$ cat config.mk
export PLATFORM = sky130hd
export DESIGN_NAME = tslru_min
export DESIGN_NICKNAME = d
export VERILOG_FILES = /design/src/rtl/tslru_pkg.sv /design/src/rtl/tslru_min.sv
export SDC_FILE = /design/constraint.sdc
export NUM_CORES = 2
export LEC_CHECK = 0
export BUFFER_PORTS_ARGS = -buffer_cell sky130_fd_sc_hd__buf_2
export CORE_MARGIN = 4
export CORE_UTILIZATION = 30
export CTS_CLUSTER_SIZE = 40
export DETAILED_ROUTE_END_ITERATION = 10
export GPL_TIMING_DRIVEN = 1
export PLACE_DENSITY = 0.51
export SETUP_SLACK_MARGIN = 0.15
export SLEW_MARGIN = 0
export SYNTH_ARGS = -nofsm -noshare
export SYNTH_HDL_FRONTEND = slang
export SYNTH_SLANG_ARGS = --single-unit
$ cat constraint.sdc
create_clock -name clk -period 6.83 [get_ports clk]
set_input_delay 0.683 -clock clk [delete_from_list [all_inputs] [get_ports clk]]
set_output_delay 0.683 -clock clk [all_outputs]
set_load 0.01 [all_outputs]
$ cat src/rtl/tslru_pkg.sv
// Shared types and constants for the timestamp LRU block.
// No dependencies; imported by the store, the min unit, the top level and the testbench.
package tslru_pkg;

  localparam int STAMP_W = 64;

  typedef logic [STAMP_W-1:0] stamp_t;

  // request opcodes (the unused code behaves as a query)
  localparam logic [1:0] OP_QUERY  = 2'd0;
  localparam logic [1:0] OP_FILL   = 2'd1;
  localparam logic [1:0] OP_ACCESS = 2'd2;

endpackage

$ cat src/rtl/tslru_min.sv
// Iterative minimum search over the stamps of one set, one tree level a cycle.
// Depends on tslru_pkg. Ties resolve to the lower way; padding slots never win.
module tslru_min
  import tslru_pkg::*;
#(
  parameter int WAYS = 16
) (
  input  logic                              clk,
  input  logic                              rst,
  input  logic                              start,
  input  logic [WAYS-1:0][STAMP_W-1:0]      stamps,
  output logic                              done,
  output logic [$clog2(WAYS)-1:0]           min_way
);

  localparam int WAY_W = $clog2(WAYS);
  localparam int PAD   = 2 ** WAY_W;
  localparam int LVL   = WAY_W;
  localparam int LVL_W = $clog2(LVL + 1);

  stamp_t             cand_stamp [PAD];
  logic [WAY_W-1:0]   cand_way   [PAD];
  logic               busy;
  logic [LVL_W-1:0]   lvl;

  always_ff @(posedge clk) begin
    if (rst) begin
      busy <= 1'b0;
      done <= 1'b0;
      lvl  <= '0;
    end else begin
      done <= 1'b0;
      if (start) begin
        busy <= 1'b1;
        lvl  <= '0;
      end else if (busy) begin
        if (lvl == LVL_W'(LVL - 1)) begin
          busy <= 1'b0;
          done <= 1'b1;
        end
        lvl <= lvl + 1'b1;
      end
    end
  end

  always_ff @(posedge clk) begin
    if (start) begin
      for (int i = 0; i < PAD; i++) begin
        cand_stamp[i] <= (i < WAYS) ? stamps[i] : '1;
        cand_way[i]   <= WAY_W'(i);
      end
    end else if (busy) begin
      // pairwise reduce; left (lower way) keeps ties
      for (int i = 0; i < PAD / 2; i++) begin
        if (cand_stamp[2*i+1] < cand_stamp[2*i]) begin
          cand_stamp[i] <= cand_stamp[2*i+1];
          cand_way[i]   <= cand_way[2*i+1];
        end else begin
          cand_stamp[i] <= cand_stamp[2*i];
          cand_way[i]   <= cand_way[2*i];
        end
      end
    end
  end

  assign min_way = cand_way[0];

endmodule

# Word level (Yosys, flattened, before mapping)
# Memories as Yosys holds them, arrays and structs flattened.
# Cells that the tools add are included.
# Widths: inputs -> output; s select.
[word_totals] memories=2 output_inout_bits=5 inputBits=1027 reg_bits=5 latchBits=0 ram_bits=1088 romBits=0
[mem_list] name="cand_stamp" depth=16 word_bits=64 read_ports=16 rd_ports_with_merged_regs=0 write_ports=16 line_no="tslru_min.sv:21" rtl="stamp_t cand_stamp [PAD];"
[mem_list] name="cand_way" depth=16 word_bits=4 read_ports=16 rd_ports_with_merged_regs=0 write_ports=16 line_no="tslru_min.sv:22" rtl="logic [WAY_W-1:0] cand_way [PAD];"
[op_classes] shift=0 muxes=102 n_eq_ne=1 add_sub_neg=1 bitwise_logic=33 mul=0 n_reduce_logical=2 order_cmp=8 div=0
[ops] cell="$mux 64" count=16
[ops] cell="$lt 64x64->1" count=8
[ops] cell="$mux 1" count=70
[ops] cell="$mux 4" count=16
[ops] cell="$or 1x1->1" count=32
[ops] cell="$add 3x1->3 const B" count=1
[ops] cell="$eq 3x2->1 const B" count=1
[ops] cell="$reduce_or 3->1" count=1
[ops] cell="$reduce_or 2->1" count=1
[ops] cell="$not 1->1" count=1

# Depth between registers and ports, before layout
[depth] ltp_word=7 mapped_depth=13 mapped_depth_nobuf=10

# Least setup slack after synthesis
# OpenSTA, ideal clock, no wires.
[synth_timing] path_type="input to register" from="input port start" to="memory cand_stamp[0][100] in the netlist's numbering, enable pin" setup_ps=640 required_ps=6190 cell_stages=1 path_buffers=0 setup_slack_ps=-88 arrival_ps=6278 path_cell_list="or2_2"
[synth_lines] element="start, declared" line_no="tslru_min.sv:10" rtl="input logic start,"
[synth_lines] element="end, declared" line_no="tslru_min.sv:21"

==> reports/summary.txt <==
Setup CP Type - reg2reg
unrepaired setup endpoints after global routing - false
clock power share - 0.379
CTS buffer count - 133
area grow syn2layout - 25.4%
nets - 7656
number of global-route vias before repair - 44334
Setup crit end kind - flop
FP Rows - 158
Synth Flop Type - edfxtp_1
max-slew violations - 0
CP peak stage delay - 880 ps
post-synth top area share - 0.563
core area - 185000 sq um
Post-Syn Nets - 6517
routed length per placed instance - 28.0 um
Global Route Usage Sum - 0.247
Ports - 1032
setup bufs post-CTS - 0
Clock Skew - 76.3 ps
drt via density - 5.18
Post-DRT Antenna Nets - 0
sequential cell area fraction in the yosys report - 0.565
ys async rst share - 0
critical path startpoint category - flop
Max Root-Sink Buffers - 3
Hold Crit Class - in2reg
Max VDD drop - 0.187 mV
overall routed net length - 248000 um
drt first-iter violations - 3887
combinational share of power - 0.172
PwrDens - 265 nW/um^2
minimum clock period - 4940 ps
Worst Path Arrival - 5520 ps
IO Port Bufs - 1031
EDFF count, synth - 1048
Ys Warns - 0
number of max-cap violations - 0
Leakage - 30.4 nW
Mean Syn Cell Area - 11.2 sq um
fmax - 202 MHz
first-pass GRT wire length - 337000 um
slew margin rel. - 0.0548
drt drc - 0
Switching Power - 5.42 mW
grt total ovfl - 0
Post-Layout Cell Count - 8842
GPL Wtd Cong - 0.927
htree depth - 4
Initial Utilization - 0.302
Unique masters post-synth - 63
Layout fillers - 18407
footprint of the multi-input gates - 21300 sq um
DR vias - 45761
TritonCTS sink count - 1053
final period utilization - 0.723
cts repair resizes - 0
Worst-Margin Slew - 1410 ps
clk_lat worst skew - 800 ps
top cell type by total area after synthesis - edfxtp_1
setup TNS - 0 ps
CP dominant cell by count - nand4_1
clock slew at reported path FFs - 60 ps
CP max FO - 41
final count of hold timing violations - 0
placed cells - 8285
Die X-Extent - 439 um
Synth Register Bits - 1053
total die area - 193000 sq um
Mapped Cells - 4984
DR pass1 iterations - 6
CP max-delay cell - nor3_1
CTS tree - built
crit path cell chain - inv_1 > ha_1 > nand4_1 > nor4_1 > nand4_1 > nor3_1 > o21a_2 > buf_4 > o21ai_1 > a21oi_1
die span in y - 439 um
maximum number of pins on one net before global-route repair - 198
Register Area - 31600 sq um
Final setup viols - 0
Int Pwr - 13.1 mW
status - complete, no violations
Root Driver - clkbuf_16
Synth Cell Area - 55900 sq um
DP Wirelength - 196000 um
largest cells by area after synthesis - edfxtp_1 56%, ha_1 11%, inv_1 3.5%
sw frac - 0.292
Hold Buf Count CTS - 183
Critical Path RT - 7410 ps
Seq pwr share - 0.449
share of layout cells above drive strength 1 - 0.208
initial antenna violation count - 224
## final cells by class
cell class,count,area share
timing repair buffer,1267,0.107
tap,2480,0.0443
sequential,1053,0.451
clock inverter,75,0.0109
clock buffer,163,0.0496
inverter,515,0.0277
multi-input combinational,3153,0.304
antenna,136,0.00486
## Yosys cell counts (5+ instances only)
cell type and n:
a221o_1 67, and4_1 12, a21oi_1 267, edfxtp_1 1048, o21ai_1 50, buf_2 25, o21a_1 9, a31oi_1 198
a22oi_1 65, nor2b_1 9, a221oi_1 8, a21o_1 127, nand4_1 86, a2111oi_0 7, mux2i_1 135, buf_6 6
clkbuf_1 209, nand3_1 218, nor4_1 11, buf_4 8, dfxtp_1 5, nor2_1 368, buf_8 6, or3_1 67
a211o_1 7, ha_1 506, buf_1 9, nor3_1 23, inv_1 514, and2_1 71, a211oi_1 26, nand2_1 462
o21ai_0 217, nand2b_1 11, o211ai_1 78
## sequential cells by signal (all words and copies together) (netlist names)
name	count
lvl	3
cand_stamp	1024
busy	1
cand_way	24
done	1
## stage by stage
step           hold slack [ps]  area, sq um  worst slack, ps  utilization  total power [mW]
2_1_floorplan              477        55900             1510            -              10.0
6_report                  68.6        70000             1890        0.378              18.5
5_1_grt                   19.6        69900             1760        0.377              19.4
3_5_place_dp               512        63600             2010        0.343              11.6
3_3_place_gp               494        63600             2000        0.343              11.5
4_1_cts                  0.180        69700             1970        0.376              18.7
## layer usage
layer  track usage  vias up  part of all wire  wire [um]
met4         0.144       42             0.061      15200
met1         0.305    22363              0.40      99300
li1              -    20802                 -          -
met3        0.0500      592             0.064      15800
met5             0        -            0.0010        251
met2         0.401     1962              0.47     117000
## kinds of logic after synthesis
group | synth area share
simple gates | 0.111
compound gates | 0.131
flops | 0.565
buf+inv | 0.0554
fa+ha+maj | 0.113
mux | 0.0242
xor+xnor | 0.000157
## cell usage in the layout (no fill, tap or decap), types with 11 or more instances in the layout
master,instances
a211oi_1,26
a21o_1,126
a21oi_1,265
a221o_1,67
a22oi_1,65
a31oi_1,197
and2_1,71
and4_1,12
buf_2,1030
buf_4,44
clkbuf_1,28
clkbuf_16,134
clkinv_1,28
clkinv_2,19
diode_2,136
dlygate4sd3_1,183
edfxtp_1,1048
ha_1,506
inv_1,514
mux2i_1,135
nand2_1,462
nand2b_1,11
nand3_1,217
nand4_1,86
nor2_1,367
nor3_1,23
nor4_1,11
o211ai_1,78
o21ai_0,217
o21ai_1,49
or3_1,66
## critical path: cells and delay by family, from the launching register on
kind	cells	cell delay [ps]
flip-flops	1	410
AO/OA/AOI/OAI	3	1060
adder cells (fa/ha/maj)	1	320
AND/OR/NAND/NOR	4	2240
buffers and inverters	2	660
## worst paths after layout
kind,startpoint,slack [ps],cells after the start,endpoint
worst min register to register,cand_stamp[0][106]$_DFFE_PP_,520,2,cand_stamp[0][42]$_DFFE_PP_
worst max register to register,cand_stamp[1][317]$_DFFE_PP_,1890,10,cand_stamp[0][432]$_DFFE_PP_
worst max-delay path,cand_stamp[1][317]$_DFFE_PP_,1890,10,cand_stamp[0][432]$_DFFE_PP_
worst min-delay path,stamps[776],70,1,cand_stamp[1][264]$_DFFE_PP_
## power by group through the flow
stage	combinational (mW)	clock, mW	sequential, mW
floorplan	1.87	0	8.18
global placement	3.03	0	8.47
detailed placement	3.08	0	8.47
CTS	3.19	7.18	8.34
global route	3.54	7.43	8.39
finish	3.20	7.02	8.33
No activity file was read; power rests on OpenSTA's default activity.
